File: src/design/ccsp_pkg.sv
`timescale 1ns / 1ps
package ccsp_pkg;

  localparam int AUTHOR_LIMIT = 255;
  localparam int MAGIC_LENGTH = 4;
  localparam int QDEPTH       = 4;
  localparam int QAW          = $clog2(QDEPTH);
  localparam int QCW          = $clog2(QDEPTH + 1);

  localparam logic [3:0] REC_HEADER     = 4'd0;
  localparam logic [3:0] REC_AUTHOR     = 4'd1;
  localparam logic [3:0] REC_LAYOUT     = 4'd2;
  localparam logic [3:0] REC_ELEMENT    = 4'd3;
  localparam logic [3:0] REC_EXTENSION  = 4'd4;
  localparam logic [3:0] REC_CONTAINER  = 4'd5;
  localparam logic [3:0] REC_MEMBER     = 4'd6;
  localparam logic [3:0] REC_GROUP_END  = 4'd7;
  localparam logic [3:0] REC_CONT_END   = 4'd8;
  localparam logic [3:0] REC_UNSUPPORT  = 4'd9;
  localparam logic [3:0] REC_STREAM_END = 4'd10;

  localparam logic [2:0] CHUNK_CONTAINER = 3'd1;
  localparam logic [2:0] CHUNK_LAYOUT    = 3'd3;

  typedef struct packed {
    logic        has_main;
    logic        has_end;
    logic        end_trunc;
    logic [3:0]  kind;
    logic [12:0] chunk;
    logic [15:0] fa;
    logic [15:0] fb;
    logic [15:0] fc;
    logic [15:0] fd;
    logic [15:0] fe;
    logic [7:0]  flag;
  } ccsp_entry_t;

endpackage

File: src/design/content_chunk_stream_parser.sv
`timescale 1ns / 1ps
// Path: each result goes from the parser through the queue into the output register.
// Throughput: one byte per cycle while the queue is not full; a final byte that also
//   closes a record yields two output records, absorbed by the four-entry queue.
// Reset: synchronous, active low; clears parse state, queue pointers and output valid.
//   No clearing pass: the block can take bytes as soon as reset is released.
module content_chunk_stream_parser (
  input  logic        clk,
  input  logic        rst_n,
  input  logic        in_valid,
  output logic        in_stall,
  input  logic [7:0]  in_data_byte,
  input  logic        in_final_byte,
  output logic        out_valid,
  input  logic        out_stall,
  output logic [3:0]  out_record_kind,
  output logic [12:0] out_chunk_id,
  output logic [15:0] out_field_a,
  output logic [15:0] out_field_b,
  output logic [15:0] out_field_c,
  output logic [15:0] out_field_d,
  output logic [15:0] out_field_e,
  output logic [7:0]  out_flag_byte,
  output logic        out_last_of_run
);
  import ccsp_pkg::*;

  logic        accept;
  logic        push, pop, q_full, head_valid;
  ccsp_entry_t push_entry, head_entry;

  assign in_stall = q_full;
  assign accept   = in_valid && !in_stall;

  ccsp_front u_front (
    .clk        (clk),
    .rst_n      (rst_n),
    .accept     (accept),
    .data_byte  (in_data_byte),
    .final_byte (in_final_byte),
    .push       (push),
    .entry      (push_entry)
  );

  ccsp_queue u_queue (
    .clk        (clk),
    .rst_n      (rst_n),
    .push       (push),
    .push_entry (push_entry),
    .pop        (pop),
    .full       (q_full),
    .head_valid (head_valid),
    .head_entry (head_entry)
  );

  ccsp_back u_back (
    .clk             (clk),
    .rst_n           (rst_n),
    .head_valid      (head_valid),
    .head_entry      (head_entry),
    .pop             (pop),
    .out_valid       (out_valid),
    .out_stall       (out_stall),
    .out_record_kind (out_record_kind),
    .out_chunk_id    (out_chunk_id),
    .out_field_a     (out_field_a),
    .out_field_b     (out_field_b),
    .out_field_c     (out_field_c),
    .out_field_d     (out_field_d),
    .out_field_e     (out_field_e),
    .out_flag_byte   (out_flag_byte),
    .out_last_of_run (out_last_of_run)
  );

endmodule

File: src/design/ccsp_front.sv
`timescale 1ns / 1ps
module ccsp_front (
  input  logic                  clk,
  input  logic                  rst_n,
  input  logic                  accept,
  input  logic [7:0]            data_byte,
  input  logic                  final_byte,
  output logic                  push,
  output ccsp_pkg::ccsp_entry_t entry
);
  import ccsp_pkg::*;

  localparam logic [3:0] PH_MAGIC   = 4'd0;
  localparam logic [3:0] PH_HDR     = 4'd1;
  localparam logic [3:0] PH_AUTHOR  = 4'd2;
  localparam logic [3:0] PH_CHI     = 4'd3;
  localparam logic [3:0] PH_CLO     = 4'd4;
  localparam logic [3:0] PH_LCOUNT  = 4'd5;
  localparam logic [3:0] PH_ELEM    = 4'd6;
  localparam logic [3:0] PH_EXT     = 4'd7;
  localparam logic [3:0] PH_CLAYOUT = 4'd8;
  localparam logic [3:0] PH_SLOT    = 4'd9;
  localparam logic [3:0] PH_MLO     = 4'd10;
  localparam logic [3:0] PH_STOP    = 4'd11;
  localparam logic [3:0] PH_RESET   = (MAGIC_LENGTH == 0) ? PH_HDR : PH_MAGIC;

  logic [3:0]  phase_r, phase_nxt;
  logic [3:0]  pos_r, pos_nxt, pos_inc;
  logic [12:0] chunk_r, chunk_nxt;
  logic [7:0]  elem_r, elem_nxt, elem_dec;
  logic [7:0]  auth_r, auth_nxt;
  logic [7:0]  gidx_r, gidx_nxt;
  logic [15:0] mcnt_r, mcnt_nxt;
  logic        gstart_r, gstart_nxt;
  logic [7:0]  asm_r [10];
  logic        asm_we;
  logic [3:0]  asm_idx;
  logic [2:0]  ctype;

  assign pos_inc  = pos_r + 4'd1;
  assign elem_dec = elem_r - 8'd1;
  assign ctype    = asm_r[0][7:5];

  always_comb begin
    phase_nxt      = phase_r;
    pos_nxt        = pos_r;
    chunk_nxt      = chunk_r;
    elem_nxt       = elem_r;
    auth_nxt       = auth_r;
    gidx_nxt       = gidx_r;
    mcnt_nxt       = mcnt_r;
    gstart_nxt     = gstart_r;
    asm_we         = 1'b0;
    asm_idx        = pos_r;
    entry          = '0;
    entry.kind     = REC_HEADER;
    case (phase_r)
      PH_MAGIC: begin
        if (pos_inc >= 4'(MAGIC_LENGTH)) begin
          pos_nxt   = '0;
          phase_nxt = PH_HDR;
        end else begin
          pos_nxt = pos_inc;
        end
      end
      PH_HDR: begin
        asm_we = 1'b1;
        if (pos_r == 4'd3) begin
          entry.has_main = 1'b1;
          entry.kind     = REC_HEADER;
          entry.fa       = {asm_r[0], asm_r[1]};
          entry.fb       = {asm_r[2], data_byte};
          pos_nxt        = '0;
          phase_nxt      = PH_AUTHOR;
        end else begin
          pos_nxt = pos_inc;
        end
      end
      PH_AUTHOR: begin
        if (data_byte == 8'd0 || auth_r >= 8'(AUTHOR_LIMIT)) begin
          phase_nxt = PH_CHI;
        end else begin
          entry.has_main = 1'b1;
          entry.kind     = REC_AUTHOR;
          entry.fa       = {8'd0, data_byte};
          auth_nxt       = auth_r + 8'd1;
        end
      end
      PH_CHI: begin
        asm_we    = 1'b1;
        asm_idx   = '0;
        phase_nxt = PH_CLO;
      end
      PH_CLO: begin
        chunk_nxt = {asm_r[0][4:0], data_byte};
        pos_nxt   = '0;
        if (ctype == CHUNK_CONTAINER) begin
          phase_nxt = PH_CLAYOUT;
        end else if (ctype == CHUNK_LAYOUT) begin
          phase_nxt = PH_LCOUNT;
        end else begin
          entry.has_main = 1'b1;
          entry.kind     = REC_UNSUPPORT;
          entry.fa       = {13'd0, ctype};
          phase_nxt      = PH_STOP;
        end
      end
      PH_LCOUNT: begin
        entry.has_main = 1'b1;
        entry.kind     = REC_LAYOUT;
        entry.fa       = {8'd0, data_byte};
        elem_nxt       = data_byte;
        pos_nxt        = '0;
        phase_nxt      = (data_byte == 8'd0) ? PH_CHI : PH_ELEM;
      end
      PH_ELEM: begin
        asm_we = 1'b1;
        if (pos_r == 4'd8) begin
          entry.has_main = 1'b1;
          entry.kind     = REC_ELEMENT;
          entry.fa       = {asm_r[0], asm_r[1]};
          entry.fb       = {asm_r[2], asm_r[3]};
          entry.fc       = {asm_r[4], asm_r[5]};
          entry.fd       = {asm_r[6], asm_r[7]};
          entry.flag     = data_byte;
          pos_nxt        = '0;
          if (data_byte[7]) begin
            phase_nxt = PH_EXT;
          end else begin
            elem_nxt  = elem_dec;
            phase_nxt = (elem_dec == 8'd0) ? PH_CHI : PH_ELEM;
          end
        end else begin
          pos_nxt = pos_inc;
        end
      end
      PH_EXT: begin
        asm_we = 1'b1;
        if (pos_r == 4'd9) begin
          entry.has_main = 1'b1;
          entry.kind     = REC_EXTENSION;
          entry.fa       = {asm_r[0], asm_r[1]};
          entry.fb       = {asm_r[2], asm_r[3]};
          entry.fc       = {asm_r[4], asm_r[5]};
          entry.fd       = {asm_r[6], asm_r[7]};
          entry.fe       = {asm_r[8], data_byte};
          pos_nxt        = '0;
          elem_nxt       = elem_dec;
          phase_nxt      = (elem_dec == 8'd0) ? PH_CHI : PH_ELEM;
        end else begin
          pos_nxt = pos_inc;
        end
      end
      PH_CLAYOUT: begin
        asm_we = 1'b1;
        if (pos_r == 4'd1) begin
          entry.has_main = 1'b1;
          entry.kind     = REC_CONTAINER;
          entry.fa       = {3'd0, asm_r[0][4:0], data_byte};
          gidx_nxt       = '0;
          mcnt_nxt       = '0;
          gstart_nxt     = 1'b0;
          pos_nxt        = '0;
          phase_nxt      = PH_SLOT;
        end else begin
          pos_nxt = pos_inc;
        end
      end
      PH_SLOT: begin
        if (data_byte == 8'hFF) begin
          entry.has_main = 1'b1;
          entry.kind     = REC_GROUP_END;
          entry.fa       = mcnt_r;
          entry.fb       = {8'd0, gidx_r};
          gidx_nxt       = gidx_r + 8'd1;
          mcnt_nxt       = '0;
          gstart_nxt     = 1'b0;
        end else if (data_byte == 8'd0 && !gstart_r) begin
          entry.has_main = 1'b1;
          entry.kind     = REC_CONT_END;
          entry.fb       = {8'd0, gidx_r};
          phase_nxt      = PH_CHI;
        end else begin
          asm_we     = 1'b1;
          asm_idx    = '0;
          gstart_nxt = 1'b1;
          phase_nxt  = PH_MLO;
        end
      end
      PH_MLO: begin
        entry.has_main = 1'b1;
        entry.kind     = REC_MEMBER;
        entry.fa       = {asm_r[0], data_byte};
        entry.fb       = {8'd0, gidx_r};
        mcnt_nxt       = mcnt_r + 16'd1;
        phase_nxt      = PH_SLOT;
      end
      default: begin
        phase_nxt = PH_STOP;
      end
    endcase
    entry.chunk = chunk_nxt;
    if (final_byte) begin
      entry.has_end   = 1'b1;
      entry.end_trunc = (phase_nxt != PH_CHI);
      phase_nxt       = PH_RESET;
      pos_nxt         = '0;
      chunk_nxt       = '0;
      elem_nxt        = '0;
      auth_nxt        = '0;
      gidx_nxt        = '0;
      mcnt_nxt        = '0;
      gstart_nxt      = 1'b0;
    end
  end

  assign push = accept && (entry.has_main || entry.has_end);

  always_ff @(posedge clk) begin
    if (!rst_n) begin
      phase_r  <= PH_RESET;
      pos_r    <= '0;
      chunk_r  <= '0;
      elem_r   <= '0;
      auth_r   <= '0;
      gidx_r   <= '0;
      mcnt_r   <= '0;
      gstart_r <= 1'b0;
    end else if (accept) begin
      phase_r  <= phase_nxt;
      pos_r    <= pos_nxt;
      chunk_r  <= chunk_nxt;
      elem_r   <= elem_nxt;
      auth_r   <= auth_nxt;
      gidx_r   <= gidx_nxt;
      mcnt_r   <= mcnt_nxt;
      gstart_r <= gstart_nxt;
    end
  end

  always_ff @(posedge clk) begin
    if (accept && asm_we) begin
      asm_r[asm_idx] <= data_byte;
    end
  end

endmodule

File: src/design/ccsp_queue.sv
`timescale 1ns / 1ps
module ccsp_queue (
  input  logic                  clk,
  input  logic                  rst_n,
  input  logic                  push,
  input  ccsp_pkg::ccsp_entry_t push_entry,
  input  logic                  pop,
  output logic                  full,
  output logic                  head_valid,
  output ccsp_pkg::ccsp_entry_t head_entry
);
  import ccsp_pkg::*;

  ccsp_entry_t        slot_r [QDEPTH];
  logic [QAW-1:0]     wr_r, wr_nxt;
  logic [QAW-1:0]     rd_r, rd_nxt;
  logic [QCW-1:0]     cnt_r, cnt_nxt;
  logic               do_pop;

  assign full       = (cnt_r == QCW'(QDEPTH));
  assign head_valid = (cnt_r != '0);
  assign head_entry = slot_r[rd_r];
  assign do_pop     = pop && head_valid;

  always_comb begin
    wr_nxt  = push ? wr_r + QAW'(1) : wr_r;
    rd_nxt  = do_pop ? rd_r + QAW'(1) : rd_r;
    cnt_nxt = cnt_r;
    if (push && !do_pop) begin
      cnt_nxt = cnt_r + QCW'(1);
    end else if (!push && do_pop) begin
      cnt_nxt = cnt_r - QCW'(1);
    end
  end

  always_ff @(posedge clk) begin
    if (!rst_n) begin
      wr_r  <= '0;
      rd_r  <= '0;
      cnt_r <= '0;
    end else begin
      wr_r  <= wr_nxt;
      rd_r  <= rd_nxt;
      cnt_r <= cnt_nxt;
    end
  end

  always_ff @(posedge clk) begin
    if (push) begin
      slot_r[wr_r] <= push_entry;
    end
  end

endmodule

File: src/design/ccsp_back.sv
`timescale 1ns / 1ps
module ccsp_back (
  input  logic                  clk,
  input  logic                  rst_n,
  input  logic                  head_valid,
  input  ccsp_pkg::ccsp_entry_t head_entry,
  output logic                  pop,
  output logic                  out_valid,
  input  logic                  out_stall,
  output logic [3:0]            out_record_kind,
  output logic [12:0]           out_chunk_id,
  output logic [15:0]           out_field_a,
  output logic [15:0]           out_field_b,
  output logic [15:0]           out_field_c,
  output logic [15:0]           out_field_d,
  output logic [15:0]           out_field_e,
  output logic [7:0]            out_flag_byte,
  output logic                  out_last_of_run
);
  import ccsp_pkg::*;

  logic        valid_r;
  logic        sub_r, sub_nxt;
  logic        advance, load;
  logic [3:0]  kind_nxt, kind_r;
  logic [15:0] fa_nxt, fb_nxt, fc_nxt, fd_nxt, fe_nxt;
  logic [15:0] fa_r, fb_r, fc_r, fd_r, fe_r;
  logic [7:0]  flag_nxt, flag_r;
  logic        last_nxt, last_r;
  logic [12:0] chunk_r;

  assign advance = !valid_r || !out_stall;

  always_comb begin
    load     = 1'b0;
    pop      = 1'b0;
    sub_nxt  = sub_r;
    kind_nxt = REC_STREAM_END;
    fa_nxt   = '0;
    fb_nxt   = '0;
    fc_nxt   = '0;
    fd_nxt   = '0;
    fe_nxt   = '0;
    flag_nxt = {7'd0, head_entry.end_trunc};
    last_nxt = 1'b1;
    if (advance && head_valid) begin
      load = 1'b1;
      if (!sub_r && head_entry.has_main) begin
        kind_nxt = head_entry.kind;
        fa_nxt   = head_entry.fa;
        fb_nxt   = head_entry.fb;
        fc_nxt   = head_entry.fc;
        fd_nxt   = head_entry.fd;
        fe_nxt   = head_entry.fe;
        flag_nxt = head_entry.flag;
        last_nxt = !head_entry.has_end;
        if (head_entry.has_end) begin
          sub_nxt = 1'b1;
        end else begin
          pop = 1'b1;
        end
      end else begin
        pop     = 1'b1;
        sub_nxt = 1'b0;
      end
    end
  end

  always_ff @(posedge clk) begin
    if (!rst_n) begin
      valid_r <= 1'b0;
      sub_r   <= 1'b0;
    end else begin
      sub_r <= sub_nxt;
      if (advance) begin
        valid_r <= load;
      end
    end
  end

  always_ff @(posedge clk) begin
    if (load) begin
      kind_r  <= kind_nxt;
      chunk_r <= head_entry.chunk;
      fa_r    <= fa_nxt;
      fb_r    <= fb_nxt;
      fc_r    <= fc_nxt;
      fd_r    <= fd_nxt;
      fe_r    <= fe_nxt;
      flag_r  <= flag_nxt;
      last_r  <= last_nxt;
    end
  end

  assign out_valid       = valid_r;
  assign out_record_kind = kind_r;
  assign out_chunk_id    = chunk_r;
  assign out_field_a     = fa_r;
  assign out_field_b     = fb_r;
  assign out_field_c     = fc_r;
  assign out_field_d     = fd_r;
  assign out_field_e     = fe_r;
  assign out_flag_byte   = flag_r;
  assign out_last_of_run = last_r;

endmodule

File: config.mk
export PLATFORM = sky130hd
export DESIGN_NAME = content_chunk_stream_parser
export DESIGN_NICKNAME = d
export VERILOG_FILES = /design/src/design/ccsp_pkg.sv /design/src/design/content_chunk_stream_parser.sv /design/src/design/ccsp_front.sv /design/src/design/ccsp_queue.sv /design/src/design/ccsp_back.sv
export SDC_FILE = /design/constraint.sdc
export NUM_CORES = 1
export LEC_CHECK = 0
export ABC_AREA = 1
export BUFFER_PORTS_ARGS = -buffer_cell sky130_fd_sc_hd__buf_2
export CAP_MARGIN = 25
export CELL_PAD_IN_SITES_DETAIL_PLACEMENT = 1
export CELL_PAD_IN_SITES_GLOBAL_PLACEMENT = 1
export CORE_MARGIN = 3
export CORE_UTILIZATION = 40
export CTS_CLUSTER_DIAMETER = 40
export DETAILED_ROUTE_END_ITERATION = 8
export GPL_ROUTABILITY_DRIVEN = 0
export PLACE_DENSITY_LB_ADDON = 0.1
export REMOVE_ABC_BUFFERS = 1
export SETUP_SLACK_MARGIN = 0.02
export SYNTH_ARGS = -nofsm -noshare
export SYNTH_HDL_FRONTEND = slang
export SYNTH_HIERARCHICAL = 1
export SYNTH_SLANG_ARGS = --single-unit
File: constraint.sdc
create_clock -name clk -period 12.57 [get_ports clk]
set_input_delay 1.8855 -clock clk [delete_from_list [all_inputs] [get_ports clk]]
set_output_delay 1.8855 -clock clk [all_outputs]
set_load 0.03 [all_outputs]
# ---- Word level (Yosys, flattened, before mapping)
# Memories as Yosys holds them, arrays and structs flattened. A register that Yosys moved wholly into a read port is not among the register bits.
# Cells that the tools add are included.
dict set report totals {
  mem_bits_rw 512
  latch_bits 0
  output_inout_bits 108
  regBits 177
  inputBits 13
  n_memories 2
  mem_bits_ro 0
}
# name depth width rd rd_clocked_by_memory_dff write_ports line
set memory_table {}
lappend memory_table {u_queue.slot_r 4 108 1 1 1 ccsp_queue.sv:14} ;# ccsp_entry_t slot_r [QDEPTH];
lappend memory_table {u_front.asm_r 10 8 9 0 1 ccsp_front.sv:35} ;# logic [7:0] asm_r [10];
dict set report classes {
  bitwise_logic 0
  add_sub_neg 9
  muxes 103
  n_div 0
  shift 0
  eq_ne 27
  magnitude_cmp 2
  n_reduce_logical 41
  n_mul 0
}
# operator count
set ops {}
lappend ops {{16-bit one-hot mux with 9 select lines} 1}
lappend ops {{16-bit two-way mux} 7}
lappend ops {{8-bit two-way mux} 14}
lappend ops {{4-bit two-way mux} 24}
lappend ops {{80-bit two-way mux} 1}
lappend ops {{16-bit one-hot mux with 5 select lines} 1}
lappend ops {{64-bit two-way mux} 1}
lappend ops {{32-bit one-hot mux with 2 select lines} 1}
lappend ops {{16-bit one-hot mux with 3 select lines} 1}
lappend ops {{4-bit one-hot mux with 11 select lines} 1}
lappend ops {{13-bit two-way mux} 3}
lappend ops {{32-bit two-way mux} 1}
lappend ops {{4-bit one-hot mux with 8 select lines} 1}
lappend ops {{1-bit two-way mux} 28}
lappend ops {{4-bit one-hot mux with 6 select lines} 1}
lappend ops {{8-bit one-hot mux with 3 select lines} 1}
lappend ops {{3-bit two-way mux} 7}
lappend ops {{4-bit equality test (second input constant)} 5}
lappend ops {{16-bit by 1-bit adder with 16-bit output (second input constant)} 1}
lappend ops {{8-bit by 1-bit adder with 8-bit output (second input constant)} 2}
lappend ops {{4-bit by 3-bit equality test with 1-bit output (second input constant)} 4}
lappend ops {{8-bit zero test} 2}
lappend ops {{8-bit one-hot mux with 2 select lines} 1}
lappend ops {{4-bit by 2-bit equality test with 1-bit output (second input constant)} 3}
lappend ops {{36 further kinds} 70}

# ---- Longest topological paths before layout
dict set report logic_depth {
  depth_word 14
  ltp_mapped 21
  mapped_depth_nobuf 21
}

# ---- Hierarchy
# The synthesis kept the hierarchy.
# mod instances seq_area_each_um2 cells_per_inst area_per_inst_um2
set by_module_without_submodules {}
lappend by_module_without_submodules {ccsp_queue 1 13152.6 1107 16452.0}
lappend by_module_without_submodules {ccsp_front 1 3403.3 887 6961.7}
lappend by_module_without_submodules {ccsp_back 1 3223.1 317 4249.1}
lappend by_module_without_submodules {content_chunk_stream_parser 1 0.0 2 10.0}

# ---- Worst setup path before layout
# Ideal clock, no wire load.
dict set report synth_path {
  path_type {input to register}
  from {input in_data_byte[5]}
  to {memory u_queue/slot_r[0][0] in the netlist's numbering, enable pin}
  t_arrival_ns 4.988
  setup_time_ns 0.462
  path_slack_ns 7.121
  path_stages 12
  required_time_ns 12.108
  cell_sequence {nand2_1 > nor2_1 > nand3_2 > inv_2 > nor2_1 > nand2_1 > nor2_1 > nand4_1 > o21ai_1 > inv_1 > nand2_1 > inv_1}
}
# item line
set synth_rtl {}
lappend synth_rtl {{start: declaration} content_chunk_stream_parser.sv:12} ;# input logic [7:0] in_data_byte,
lappend synth_rtl {{end: declaration} ccsp_queue.sv:14}

==> results.json <==
{
  "setup_tns_ns": 0,
  "synth_seq_cells": 683,
  "min_from": "u_front/chunk_r[12]$_SDFFE_PN0P_",
  "cts.clk_slew.worst_paths_ns": 0.06,
  "clock-sinks": 683,
  "cts_resized": 0,
  "r2r-start": "u_front/phase_r[2]$_SDFFE_PN0P_",
  "drt_iter0_drc": 1189,
  "p_leak_uw": 0.0123,
  "totalWireLength_um": 74900,
  "relSlewSlack_pct": 32.7,
  "cts_tree": "done",
  "final_nets": 2500,
  "clock_skew_ns": 0.0288,
  "dr.pass1.iters": 5,
  "drc": 0,
  "cts_htree_levels": 3,
  "vias_per_cell": 5.19,
  "ys.flop_type": "edfxtp_1",
  "core-area_um2": 67900,
  "crit_required_ns": 12.83,
  "die_h_um": 269,
  "routedWlPerCell_um": 21.5,
  "fin_crit_sh_pct": 44.5,
  "root_buffer": "clkbuf_16",
  "synth_area_leader_cell": "edfxtp_1",
  "crit_path_end_kind": "flop",
  "hold_class": "reg2reg",
  "start_util_pct": 40.8,
  "areaGrowthSynthToFinish_pct": 19.3,
  "cts_made_buffers": 107,
  "ant_nets": 0,
  "synth_edf_count": 610,
  "setup.worst_path.start_class": "input pin",
  "die_w_um": 269,
  "synth_top_area_share_pct": 66.2,
  "vdd_drop_max_v": 0.000120,
  "finalCriticalPeriod_ns": 5.59,
  "grt_usage_pct": 20.8,
  "whs_path_depth": 2,
  "drive_above_1_share_pct": 17.6,
  "finalSetupViolations": 0,
  "cts_setup_buffers": 0,
  "clk_path_buf_depth": 3,
  "synthDistinctLibCells": 53,
  "antenna_found_initial": 7,
  "avgSynthCellArea_um2": 12.0,
  "fin_cells": 3489,
  "max_freq_mhz": 179,
  "dieArea_um2": 72400,
  "grt_pass1_wl_um": 113000,
  "rr_worst_depth": 12,
  "synthCells": 2313,
  "cp-startpoint": "in_data_byte[1]",
  "io_buffers": 120,
  "maxCapViolations": 0,
  "syn_area_um2": 27700,
  "rows": 95,
  "place_inst": 3282,
  "clk_latency_ns": 0.65,
  "dp_hpwl_um": 46300,
  "rsz0062_at_grt": "no",
  "num_vias": 18122,
  "grt_start_max_net_pins": 119,
  "powerDensity_nw_per_um2": 236,
  "crit_arrival_ns": 5.86,
  "grt_pass1_vias": 19123,
  "report.final.slew_viol_count": 0,
  "r2r_end": "u_queue/slot_r[1][3]$_DFFE_PP_",
  "ff2ff_setup_slack_ns": 7.70,
  "final_cell_mix": "610 x edfxtp_1, 392 x nor2_1, 235 x o21ai_0",
  "grt_overflow": 0,
  "path_class": "in2reg",
  "fillCellCount": 7008,
  "yosys_warnings": 6,
  "worst_pin_slew_ns": 1.01,
  "synth_top_cells_by_area": "edfxtp_1 66%, nor2_1 5.3%, dfxtp_1 5.3%, o21ai_0 4.3%, inv_1 3.1%",
  "async_flop_share_pct": 0,
  "layout_commonest_cell": "edfxtp_1",
  "status": "complete, no violations",
  "synth_seq_area_share_pct": 71.5,
  "finalHoldViolCount": 0,
  "hold_path_end": "u_front/chunk_r[12]$_SDFFE_PN0P_",
  "cp_max_fo": 54,
  "cts_hold_buf": 0,
  "io_pins": 121
}
## logic make-up (layout without fill, tap and decap cells)
group | count (synthesis) | after routing | share of synthesized area [%]
flops | 683 | 683 | 71.5
compound gates | 499 | 499 | 10.0
fa+ha+maj | 14 | 14 | 0.660
simple gates | 761 | 761 | 11.8
other cells | 0 | 1 | 0
xor+xnor | 11 | 11 | 0.348
buf+inv | 345 | 599 | 5.64
## stage by stage
stage               util, %  total power [uW]  hold WS (ns)  cell area, um2  setup WS, ns
floorplan                 -              4100         0.445           27000          6.02
global placement       42.7              4620         0.452           29000          6.36
detailed placement     42.8              4660         0.457           29000          6.25
CTS                    48.6              7890         0.467           33000          6.93
global route           48.6              8170         0.489           33000          6.57
finish                 48.6              7780         0.465           33000          6.98
## layer usage
metal  vias to the layer above  routed length (um)  GRT usage (%)
li1                       8453                   -              -
met5                         -                  27              0
met4                         4                2070           7.53
met1                      9123               32700           26.9
met2                       408               36600           35.5
met3                       134                3460           3.50
## synthesized netlist by cell type, drive strengths merged (7+ instances only)
cell	instances
xor2	9
nor3	23
inv	242
nand3	51
buf	44
clkbuf	58
o21ai	283
nor3b	11
o22ai	114
nor2	464
edfxtp	610
o221ai	7
a21oi	64
nand2	201
o211ai	7
nand4	7
ha	13
dfxtp	73
## state kept, by name (all words and copies together), names as in the netlist, 2 cells and up, named ones only
| signal | count |
|---|---|
| u_front/pos_r | 4 |
| u_queue/slot_r | 432 |
| u_front/asm_r | 72 |
| u_front/elem_r | 8 |
| u_front/auth_r | 8 |
| u_queue/rd_r | 2 |
| u_front/mcnt_r | 16 |
| u_back/out_field_b | 16 |
| u_back/out_flag_byte | 8 |
| u_back/out_field_a | 16 |
| u_back/out_field_d | 16 |
| u_front/chunk_r | 13 |
| u_back/out_field_c | 16 |
| u_queue/wr_r | 2 |
| u_front/phase_r | 4 |
| u_back/out_field_e | 16 |
| u_back/out_chunk_id | 13 |
| u_back/out_record_kind | 4 |
| u_front/gidx_r | 8 |
| u_queue/cnt_r | 3 |
## power breakdown
group	switching, uW	internal, uW
sequential	78.1	2810
combinational	1310	392
clock	1090	2100
total	2480	5300
## final cells by class
cell class              count  area (um2)  area share (%)
flip-flops and latches    683       19800            59.9
multi-input cells        1285        6340            19.2
well taps                 921        1150            3.49
repair buffers            153         856            2.59
clock inverters            80        1080            3.29
clock buffers             123        2860            8.67
diodes                      1        2.50         0.00758
inverters                 243         933            2.83
## critical path, stage by stage
cell	delay, ns
buf_2	0.36
nand2_1	0.10
nor2_1	0.19
nand3_2	0.34
inv_2	0.24
nor2_1	0.09
nand2_1	0.13
nor2_1	0.07
nand4_1	0.19
o21ai_1	0.11
inv_1	0.24
nand2_1	0.14
inv_4	0.21
buf_4	0.77
buf_4	0.68
## how the worst max path moves through the flow
stage	depth (start not counted)	slack, ns	end
finish	15	6.98	u_queue/slot_r[1][3]$_DFFE_PP_
global placement	15	6.36	u_queue/slot_r[2][9]$_DFFE_PP_
CTS	15	6.93	u_queue/slot_r[3][11]$_DFFE_PP_
floorplan	12	6.02	u_queue/cnt_r[1]$_SDFFE_PN0P_
detailed placement	15	6.25	u_queue/slot_r[3][11]$_DFFE_PP_
global route	15	6.57	u_queue/slot_r[2][11]$_DFFE_PP_
Note: power is estimated with default switching activity, not from simulation.
